===== src/z80ipd_pkg.sv =====
`timescale 1ns / 1ps
`default_nettype none

package z80ipd_pkg;

  typedef enum logic [1:0] {
    IDX_HL = 2'd0,
    IDX_IX = 2'd1,
    IDX_IY = 2'd2
  } index_e;

  typedef enum logic [2:0] {
    TBL_MAIN = 3'd0,
    TBL_CB   = 3'd1,
    TBL_ED   = 3'd2,
    TBL_XCB  = 3'd3,
    TBL_LONE = 3'd4
  } table_e;

  localparam logic [7:0] OP_DD    = 8'hDD;
  localparam logic [7:0] OP_FD    = 8'hFD;
  localparam logic [7:0] OP_ED    = 8'hED;
  localparam logic [7:0] OP_CB    = 8'hCB;
  localparam logic [7:0] OP_HALT  = 8'h76;
  localparam logic [7:0] OP_Q_BIT = 8'h08;

  typedef struct packed {
    logic [7:0]  code_byte;
    logic [15:0] byte_address;
    logic        start_new;
  } req_t;

  typedef struct packed {
    logic [15:0] address;
    logic [2:0]  length;
    index_e      index_kind;
    table_e      table_kind;
    logic [7:0]  opcode;
    logic        has_disp;
    logic [7:0]  disp;
    logic [1:0]  imm_bytes;
    logic [15:0] imm;
    logic        target_valid;
    logic [15:0] target;
    logic        undef_ed;
  } res_t;

  // per-opcode shape: total length and which extra bytes follow
  typedef struct packed {
    logic [2:0] len;
    logic       dsp;
    logic [1:0] imm;
    logic       rel;
  } cls_t;

  function automatic cls_t classify(input table_e tbl, input logic pre,
                                    input logic [7:0] op);
    logic [1:0] x;
    logic [2:0] y;
    logic [2:0] z;
    cls_t       c;
    x = op[7:6];
    y = op[5:3];
    z = op[2:0];
    c = '0;
    case (tbl)
      TBL_CB: begin
        c.len = 3'd2;
      end
      TBL_XCB: begin
        c.dsp = 1'b1;
        c.len = 3'd4;
      end
      TBL_ED: begin
        if (x == 2'd1 && z == 3'd3) begin
          c.imm = 2'd2;
          c.len = 3'd4;
        end else begin
          c.len = 3'd2;
        end
      end
      default: begin
        case (x)
          2'd0: begin
            if (z == 3'd0 && y >= 3'd2) begin
              c.dsp = 1'b1;
              c.rel = 1'b1;
            end else if (z == 3'd1 && (op & OP_Q_BIT) == 8'h00) begin
              c.imm = 2'd2;
            end else if (z == 3'd2 && y >= 3'd4) begin
              c.imm = 2'd2;
            end else if ((z == 3'd4 || z == 3'd5) && y == 3'd6 && pre) begin
              c.dsp = 1'b1;
            end else if (z == 3'd6) begin
              c.imm = 2'd1;
              if (y == 3'd6 && pre) c.dsp = 1'b1;
            end
          end
          2'd1: begin
            if (op != OP_HALT && (y == 3'd6 || z == 3'd6) && pre) c.dsp = 1'b1;
          end
          2'd2: begin
            if (z == 3'd6 && pre) c.dsp = 1'b1;
          end
          default: begin
            if (z == 3'd2 || z == 3'd4) begin
              c.imm = 2'd2;
            end else if (z == 3'd3) begin
              if (y == 3'd0) c.imm = 2'd2;
              else if (y == 3'd2 || y == 3'd3) c.imm = 2'd1;
            end else if (z == 3'd5 && (op & OP_Q_BIT) != 8'h00) begin
              c.imm = 2'd2;
            end else if (z == 3'd6) begin
              c.imm = 2'd1;
            end
          end
        endcase
        c.len = 3'd1 + {2'b00, pre} + {2'b00, c.dsp} + {1'b0, c.imm};
      end
    endcase
    return c;
  endfunction

  // ED opcodes outside the documented set act as two-byte no-ops
  function automatic logic ed_undefined(input logic [7:0] op);
    logic [1:0] x;
    logic [2:0] y;
    logic [2:0] z;
    logic       u;
    x = op[7:6];
    y = op[5:3];
    z = op[2:0];
    if (x == 2'd1) u = (z == 3'd7 && y >= 3'd6);
    else if (x == 2'd2 && z <= 3'd3 && y >= 3'd4) u = 1'b0;
    else u = 1'b1;
    return u;
  endfunction

endpackage

`default_nettype wire


===== src/z80ipd_in_reg.sv =====
`timescale 1ns / 1ps
`default_nettype none

module z80ipd_in_reg (
  input  logic               clk_i,
  input  logic               rst_ni,
  input  logic               valid_i,
  output logic               ready_o,
  input  z80ipd_pkg::req_t   req_i,
  output logic               valid_o,
  output z80ipd_pkg::req_t   req_o,
  input  logic               take_i
);

  logic             valid_q;
  z80ipd_pkg::req_t req_q;

  assign ready_o = !valid_q || take_i;
  assign valid_o = valid_q;
  assign req_o   = req_q;

  always_ff @(posedge clk_i or negedge rst_ni) begin
    if (!rst_ni) begin
      valid_q <= 1'b0;
    end else if (valid_i && ready_o) begin
      valid_q <= 1'b1;
    end else if (take_i) begin
      valid_q <= 1'b0;
    end
  end

  always_ff @(posedge clk_i) begin
    if (valid_i && ready_o) begin
      req_q <= req_i;
    end
  end

endmodule

`default_nettype wire


===== src/z80ipd_decode.sv =====
`timescale 1ns / 1ps
`default_nettype none

module z80ipd_decode (
  input  logic               clk_i,
  input  logic               rst_ni,
  input  logic               fire_i,
  input  z80ipd_pkg::req_t   req_i,
  output logic               emit_o,
  output z80ipd_pkg::res_t   res_o
);

  // instruction in progress
  logic [1:0]          pos_q;
  logic [2:0]          exp_q, exp_d;
  z80ipd_pkg::index_e  idx_q, idx_d;
  z80ipd_pkg::table_e  tbl_q, tbl_d;
  logic [7:0]          op_q, op_d;
  logic [7:0]          disp_q, disp_d;
  logic [7:0]          imml_q, imml_d;
  logic [15:0]         addr_q, addr_d;

  logic [2:0]          pos_d;
  logic [1:0]          n;
  logic [7:0]          b;
  logic                is_pfx, first, lone, done, opos;
  z80ipd_pkg::table_e  new_tbl;
  z80ipd_pkg::cls_t    cls_new, cls_held, cls_out;
  logic [15:0]         target;

  assign n       = req_i.start_new ? 2'd0 : pos_q;
  assign b       = req_i.code_byte;
  assign is_pfx  = (b == z80ipd_pkg::OP_DD) || (b == z80ipd_pkg::OP_FD) ||
                   (b == z80ipd_pkg::OP_ED);
  // DD/FD prefix followed by another prefix or ED: the first one stands alone
  assign lone    = (n != 2'd0) && (exp_q == 3'd0) && (tbl_q != z80ipd_pkg::TBL_ED) && is_pfx;
  assign first   = (n == 2'd0) || lone;
  assign new_tbl = (n != 2'd0 && tbl_q == z80ipd_pkg::TBL_ED) ? z80ipd_pkg::TBL_ED
                                                                : z80ipd_pkg::TBL_MAIN;
  assign cls_new  = z80ipd_pkg::classify(new_tbl,
                                         (n != 2'd0) && (idx_q != z80ipd_pkg::IDX_HL), b);
  assign cls_held = z80ipd_pkg::classify(tbl_q, idx_q != z80ipd_pkg::IDX_HL, op_q);
  assign opos     = (tbl_q == z80ipd_pkg::TBL_ED) || (idx_q != z80ipd_pkg::IDX_HL);

  always_comb begin
    addr_d = addr_q;
    idx_d  = idx_q;
    tbl_d  = tbl_q;
    op_d   = op_q;
    disp_d = disp_q;
    imml_d = imml_q;
    exp_d  = exp_q;
    pos_d  = {1'b0, n} + 3'd1;
    if (first) begin
      addr_d = req_i.byte_address;
      idx_d  = z80ipd_pkg::IDX_HL;
      tbl_d  = z80ipd_pkg::TBL_MAIN;
      op_d   = 8'h00;
      disp_d = 8'h00;
      imml_d = 8'h00;
      exp_d  = 3'd0;
      pos_d  = 3'd1;
      case (b)
        z80ipd_pkg::OP_DD: idx_d = z80ipd_pkg::IDX_IX;
        z80ipd_pkg::OP_FD: idx_d = z80ipd_pkg::IDX_IY;
        z80ipd_pkg::OP_ED: tbl_d = z80ipd_pkg::TBL_ED;
        z80ipd_pkg::OP_CB: begin
          tbl_d = z80ipd_pkg::TBL_CB;
          exp_d = 3'd2;
        end
        default: begin
          op_d  = b;
          exp_d = cls_new.len;
        end
      endcase
    end else if (exp_q == 3'd0) begin
      // opcode byte after a prefix
      if (tbl_q == z80ipd_pkg::TBL_ED) begin
        op_d  = b;
        exp_d = cls_new.len;
      end else if (b == z80ipd_pkg::OP_CB) begin
        tbl_d = z80ipd_pkg::TBL_XCB;
        exp_d = 3'd4;
      end else begin
        op_d  = b;
        tbl_d = z80ipd_pkg::TBL_MAIN;
        exp_d = cls_new.len;
      end
    end else begin
      // operand bytes
      if (tbl_q == z80ipd_pkg::TBL_XCB) begin
        if (n == 2'd2) disp_d = b;
        else op_d = b;
      end else if (tbl_q == z80ipd_pkg::TBL_CB) begin
        op_d = b;
      end else if (cls_held.dsp && {1'b0, n} == 3'd1 + {2'b00, opos}) begin
        disp_d = b;
      end else if ({1'b0, n} == 3'd1 + {2'b00, opos} + {2'b00, cls_held.dsp}) begin
        imml_d = b;
      end
    end
  end

  assign done    = !lone && (exp_d != 3'd0) && (pos_d >= exp_d);
  assign emit_o  = lone || done;
  assign cls_out = z80ipd_pkg::classify(tbl_d, idx_d != z80ipd_pkg::IDX_HL, op_d);
  assign target  = addr_d + {13'd0, cls_out.len} + {{8{disp_d[7]}}, disp_d};

  always_comb begin
    res_o = '0;
    if (lone) begin
      res_o.address    = addr_q;
      res_o.length     = 3'd1;
      res_o.index_kind = idx_q;
      res_o.table_kind = z80ipd_pkg::TBL_LONE;
      res_o.opcode     = (idx_q == z80ipd_pkg::IDX_IY) ? z80ipd_pkg::OP_FD
                                                       : z80ipd_pkg::OP_DD;
    end else begin
      res_o.address      = addr_d;
      res_o.length       = cls_out.len;
      res_o.index_kind   = idx_d;
      res_o.table_kind   = tbl_d;
      res_o.opcode       = op_d;
      res_o.has_disp     = cls_out.dsp;
      res_o.disp         = cls_out.dsp ? disp_d : 8'h00;
      res_o.imm_bytes    = cls_out.imm;
      case (cls_out.imm)
        2'd0:    res_o.imm = 16'h0000;
        2'd1:    res_o.imm = {8'h00, b};
        default: res_o.imm = {b, imml_d};
      endcase
      res_o.target_valid = cls_out.rel;
      res_o.target       = cls_out.rel ? target : 16'h0000;
      res_o.undef_ed     = (tbl_d == z80ipd_pkg::TBL_ED) ? z80ipd_pkg::ed_undefined(op_d)
                                                         : 1'b0;
    end
  end

  always_ff @(posedge clk_i or negedge rst_ni) begin
    if (!rst_ni) begin
      pos_q  <= 2'd0;
      exp_q  <= 3'd0;
      idx_q  <= z80ipd_pkg::IDX_HL;
      tbl_q  <= z80ipd_pkg::TBL_MAIN;
      op_q   <= 8'h00;
      disp_q <= 8'h00;
      imml_q <= 8'h00;
      addr_q <= 16'h0000;
    end else if (fire_i) begin
      pos_q  <= done ? 2'd0 : pos_d[1:0];
      exp_q  <= done ? 3'd0 : exp_d;
      idx_q  <= idx_d;
      tbl_q  <= tbl_d;
      op_q   <= op_d;
      disp_q <= disp_d;
      imml_q <= imml_d;
      addr_q <= addr_d;
    end
  end

`ifndef NO_ASSERTIONS
  a_pos_below_len: assert property (@(posedge clk_i) disable iff (!rst_ni)
    exp_q != 3'd0 |-> {1'b0, pos_q} < exp_q)
    else $error("byte position reached expected length without completing");

  a_unknown_len_one_byte: assert property (@(posedge clk_i) disable iff (!rst_ni)
    (exp_q == 3'd0 && pos_q != 2'd0) |-> pos_q == 2'd1)
    else $error("length still unknown past the prefix byte");

  a_branch_has_disp: assert property (@(posedge clk_i) disable iff (!rst_ni)
    (fire_i && emit_o && res_o.target_valid) |->
      (res_o.has_disp && res_o.table_kind == z80ipd_pkg::TBL_MAIN))
    else $error("relative branch without displacement");
`endif

endmodule

`default_nettype wire


===== src/z80ipd_out_reg.sv =====
`timescale 1ns / 1ps
`default_nettype none

module z80ipd_out_reg (
  input  logic               clk_i,
  input  logic               rst_ni,
  input  logic               load_i,
  input  z80ipd_pkg::res_t   res_i,
  output logic               can_load_o,
  output logic               valid_o,
  input  logic               ready_i,
  output z80ipd_pkg::res_t   res_o
);

  logic             valid_q;
  z80ipd_pkg::res_t res_q;

  assign can_load_o = !valid_q || ready_i;
  assign valid_o    = valid_q;
  assign res_o      = res_q;

  always_ff @(posedge clk_i or negedge rst_ni) begin
    if (!rst_ni) begin
      valid_q <= 1'b0;
    end else if (load_i) begin
      valid_q <= 1'b1;
    end else if (ready_i) begin
      valid_q <= 1'b0;
    end
  end

  always_ff @(posedge clk_i) begin
    if (load_i) begin
      res_q <= res_i;
    end
  end

endmodule

`default_nettype wire


===== src/z80_instruction_predecoder_core.sv =====
`timescale 1ns / 1ps
`default_nettype none

// Path: a byte accepted into the input register is decoded from it, and its result is loaded
//   into the result register that drives out_valid_o; a stalled result register delays this.
// Throughput: one code byte per cycle unless a result is blocked at the output; the input
//   register and the result register let a byte enter while the previous result still waits.
// Reset: rst_ni (async, active low) empties both registers and drops any partial instruction.
module z80_instruction_predecoder_core (
  input  logic              clk_i,
  input  logic              rst_ni,
  // byte request channel
  input  logic              in_valid_i,
  output logic              in_ready_o,
  input  logic [7:0]        code_byte_i,
  input  logic [15:0]       byte_address_i,
  input  logic              start_new_i,
  // instruction result channel
  output logic              out_valid_o,
  input  logic              out_ready_i,
  output logic [15:0]       instr_address_o,
  output logic [2:0]        instr_length_o,
  output logic [1:0]        index_kind_o,
  output logic [2:0]        table_kind_o,
  output logic [7:0]        opcode_byte_o,
  output logic              has_displacement_o,
  output logic signed [7:0] displacement_o,
  output logic [1:0]        immediate_bytes_o,
  output logic [15:0]       immediate_o,
  output logic              target_valid_o,
  output logic [15:0]       branch_target_o,
  output logic              undefined_ed_o
);

  z80ipd_pkg::req_t in_req, req;
  z80ipd_pkg::res_t dec_res, out_res;
  logic             in_vld;
  logic             emit;
  logic             out_can;
  logic             fire;

  assign in_req.code_byte    = code_byte_i;
  assign in_req.byte_address = byte_address_i;
  assign in_req.start_new    = start_new_i;

  // A held byte moves into the decoder when it yields no result or the
  // result register has room; bytes that only extend an instruction never stall.
  assign fire = in_vld && (!emit || out_can);

  z80ipd_in_reg u_in_reg (
    .clk_i   (clk_i),
    .rst_ni  (rst_ni),
    .valid_i (in_valid_i),
    .ready_o (in_ready_o),
    .req_i   (in_req),
    .valid_o (in_vld),
    .req_o   (req),
    .take_i  (fire)
  );

  // byte position, prefix/table tracking and field extraction
  z80ipd_decode u_decode (
    .clk_i  (clk_i),
    .rst_ni (rst_ni),
    .fire_i (fire),
    .req_i  (req),
    .emit_o (emit),
    .res_o  (dec_res)
  );

  z80ipd_out_reg u_out_reg (
    .clk_i      (clk_i),
    .rst_ni     (rst_ni),
    .load_i     (fire && emit),
    .res_i      (dec_res),
    .can_load_o (out_can),
    .valid_o    (out_valid_o),
    .ready_i    (out_ready_i),
    .res_o      (out_res)
  );

  assign instr_address_o    = out_res.address;
  assign instr_length_o     = out_res.length;
  assign index_kind_o       = out_res.index_kind;
  assign table_kind_o       = out_res.table_kind;
  assign opcode_byte_o      = out_res.opcode;
  assign has_displacement_o = out_res.has_disp;
  assign displacement_o     = $signed(out_res.disp);
  assign immediate_bytes_o  = out_res.imm_bytes;
  assign immediate_o        = out_res.imm;
  assign target_valid_o     = out_res.target_valid;
  assign branch_target_o    = out_res.target;
  assign undefined_ed_o     = out_res.undef_ed;

`ifndef NO_ASSERTIONS
  a_result_lands: assert property (@(posedge clk_i) disable iff (!rst_ni)
    (fire && emit) |=> out_valid_o)
    else $error("decoded result did not reach the result register");

  a_stall_cause: assert property (@(posedge clk_i) disable iff (!rst_ni)
    !in_ready_o |-> (in_vld && out_valid_o && !out_ready_i))
    else $error("byte request refused without a blocked result");
`endif

endmodule

`default_nettype wire


===== config.mk =====
export PLATFORM = sky130hd
export DESIGN_NAME = z80_instruction_predecoder_core
export DESIGN_NICKNAME = d
export VERILOG_FILES = /design/src/z80ipd_pkg.sv /design/src/z80ipd_in_reg.sv /design/src/z80ipd_decode.sv /design/src/z80ipd_out_reg.sv /design/src/z80_instruction_predecoder_core.sv
export SDC_FILE = /design/constraint.sdc
export NUM_CORES = 1
export LEC_CHECK = 0
export BUFFER_PORTS_ARGS = -buffer_cell sky130_fd_sc_hd__buf_2
export CORE_MARGIN = 1.5
export CORE_UTILIZATION = 35
export DETAILED_ROUTE_END_ITERATION = 7
export PLACE_DENSITY_LB_ADDON = 0.2
export SLEW_MARGIN = 20
export SYNTH_ARGS = -nofsm -noshare
export SYNTH_HDL_FRONTEND = slang
export SYNTH_SLANG_ARGS = --single-unit

===== constraint.sdc =====
create_clock -name clk_i -period 8.4 [get_ports clk_i]
set_input_delay 0.42 -clock clk_i [delete_from_list [all_inputs] [get_ports clk_i]]
set_output_delay 0.42 -clock clk_i [all_outputs]
set_load 0.05 [all_outputs]

==> impl_metrics.py <==
metrics = {
    "synth": {
        "synth_top_family_by_area": "simple AND/OR/NAND/NOR gates",
        "synth_edf_count": 102,
        "yosysWarnings": 0,
        "synth.distinct_cells": 78,
        "synth_cells": 814,
        "syn_area_per_cell_um2": 10.5,
        "seq_area_frac_synth_pct": 51.0,
        "synthAdderAreaFrac_pct": 8.30,
        "synth_nets": 895,
        "async_flop_share_pct": 33.8,
        "synth-xor-area-share_pct": 1.74,
        "synth-compound-area-share_pct": 13.5,
        "synthFlopType": "edfxtp_1",
        "synth_area_um2": 8560,
        "ys_ff_latch": 154,
        "muxShareOfSynthArea_pct": 3.64,
        "synthSimpleGateAreaFrac_pct": 18.3,
    },
    "sta": {
        "fin_ws_ns": 1.36,
        "slew_violations": 0,
        "skew_ns": 0.00971,
        "clock.fmax_mhz": 142,
        "tns_ns": 0,
        "post-route-min-period_ns": 7.04,
        "hold_viol": 0,
        "relSlewSlack_pct": 33.7,
        "tightest_slew_ns": 0.995,
        "rsz0062_at_grt": "false",
        "period_share_pct": 83.8,
        "setup_violations": 0,
    },
    "layout": {
        "mostFrequentLayoutCells": "173 x nand2_1, 107 x buf_2, 102 x edfxtp_1",
        "final_nets": 996,
        "postLayoutCellArea_um2": 10100,
        "drive_above_1_share_pct": 21.8,
        "mostFrequentLayoutCell": "nand2_1",
        "n_antenna_cell": 0,
        "area_growth_pct": 17.7,
    },
    "critical_path": {
        "crit_start": "u_in_reg.req_o[18]",
        "critPathBufInv": 2,
        "critPathKind": "flip-flop to flip-flop",
        "r2r-end": "u_out_reg.res_o[15]",
        "required_ns": 8.56,
        "end_kind": "flip-flop",
        "max_stage_delay_ns": 0.69,
        "path_max_fanout": 19,
        "timing.rr.start": "u_in_reg.req_o[18]",
        "rr_worst_depth": 26,
        "crit_family": "compound AO/OA/AOI/OAI gates",
        "start_kind": "flip-flop",
        "worst_path_max_delay_cell": "edfxtp_1",
        "reg2reg_slack_ns": 1.36,
        "crit_arrival_ns": 7.20,
    },
    "detailed_routing": {
        "firstDrtPassIters": 5,
        "routed_via_density": 5.06,
        "drt_wl_total_mm": 21.6,
        "drcViolationCount": 0,
        "drt-wirelength-per-cell_um": 17.3,
        "drtIter0Drc": 561,
        "ant_nets": 0,
        "vias": 6336,
    },
    "job": {
        "maxCapViolations": 0,
    },
    "die": {
        "rows": 57,
        "die_w_um": 159,
        "core_um2": 24200,
        "initial_core_util_pct": 35.4,
        "ios": 108,
        "dieArea_um2": 25400,
        "fp.dieH_um": 159,
    },
    "placement": {
        "dpl_cell_area_um2": 9450,
        "portBuffers": 107,
        "pre_cts_slack_ns": 1.46,
        "hpwlAfterDp_mm": 15.2,
        "globalplace.congestion": 0.855,
    },
    "power_and_ir_drop": {
        "irDropWorstVdd_mv": 0.148,
        "p_leak_nw": 4.33,
        "fin_total_pwr_mw": 3.68,
        "p_per_area_nw_per_um2": 365,
    },
    "cts": {
        "path_clk_slew_ns": 0.07,
        "clockBufferDepth": 2,
        "cts_tree": "done",
        "cts.sinks": 154,
        "root_buffer": "clkbuf_16",
        "insertion_delay_ns": 0.43,
        "cts_resized": 0,
        "post_cts_buffers": 0,
        "cts_buffers": 17,
        "cts_max_level": 4,
        "holdBufCountCts": 0,
    },
    "grt": {
        "grt_pass1_vias": 6197,
        "grt_max_degree": 53,
        "grt.overflow.total": 0,
        "grt_pass1_wl_mm": 34.0,
        "antenna_found_initial": 0,
        "track_usage_pct": 17.2,
    },
    "run_status": {
        "status": "finished clean",
    },
    "min_path": {
        "hp-class": "primary input to async pin",
    },
}
[synth_stat cells (all sizes together), types with 8 or more instances]
cell	n	area share [%]
ha	44	6.4
mux2	21	2.8
fa	8	1.9
xnor2	12	1.2
inv	38	1.7
nor3	14	1.1
nand2b	14	1.0
edfxtp	102	36
and2	15	1.1
a22o	10	1.0
buf	17	1.2
a21oi	27	1.6
dfrtp	52	15
nor2	58	2.5
nand3	13	0.82
nand2	173	7.6
o21ai	42	2.7
o22ai	11	0.88
clkbuf	18	0.79
[metrics by stage]
| step | hold WS (ns) | utilization [%] | std cells |
|---|---|---|---|
| floorplan | 0.124 | - | 814 |
| global placement | 0.463 | 39.1 | 1220 |
| detailed placement | 0.472 | 39.1 | 1220 |
| CTS | 0.144 | 41.7 | 1252 |
| global route | 0.138 | 41.7 | 1252 |
| finish | 0.118 | 41.7 | 1252 |
[report_power, final]
part,leakage [nW],internal [mW],total [mW],switching [mW]
logic,2.35,0.418,1.59,1.17
registers,1.66,1.12,1.26,0.137
clock network,0.313,0.482,0.833,0.351
total,4.33,2.02,3.68,1.66
[state kept, by name, indices dropped and copies added, names as in the netlist]
| name | flops |
|---|---|
| u_in_reg.valid_o | 1 |
| u_decode.tbl_q | 3 |
| u_decode.imml_q | 8 |
| u_out_reg.valid_o | 1 |
| u_out_reg.res_o | 77 |
| u_decode.idx_q | 2 |
| u_decode.disp_q | 8 |
| u_in_reg.req_o | 25 |
| u_decode.addr_q | 16 |
| u_decode.op_q | 8 |
| u_decode.exp_q | 3 |
| u_decode.pos_q | 2 |
[worst max path at each step]
stage	end	slack, ns	depth (start not counted)
CTS	u_out_reg.res_o[16]	1.45	27
finish	u_out_reg.res_o[15]	1.36	26
global route	u_out_reg.res_o[16]	0.76	27
floorplan	u_out_reg.res_o[0]	0.44	23
detailed placement	u_out_reg.res_o[15]	1.46	26
global placement	u_out_reg.res_o[16]	1.63	27
[cell type report]
class | count | area [um^2]
fill | 2351 | 14100
multi-input combinational | 587 | 3900
tap | 324 | 405
clock inverter | 15 | 205
sequential | 154 | 4360
clock buffer | 17 | 425
inverter | 38 | 143
timing repair buffer | 117 | 636
[layer usage]
| layer | vias up | track usage (%) | part of all wire [%] |
|---|---|---|---|
| li1 | 3100 | - | - |
| met1 | 3011 | 25.8 | 51 |
| met2 | 193 | 24.7 | 43 |
| met3 | 32 | 3.10 | 4.6 |
| met4 | 0 | 6.35 | 2.1 |
| met5 | - | 0 | 0 |
[logic make-up (layout without fill, tap and decap cells)]
kind of cell,Yosys count,count (layout)
AND/OR/NAND/NOR,332,332
AO/OA/AOI/OAI,160,160
flip-flops,154,154
multiplexers,26,26
buffers and inverters,73,187
XOR/XNOR,17,17
adder cells (fa/ha/maj),52,52
Note: power is estimated with default switching activity, not from simulation.
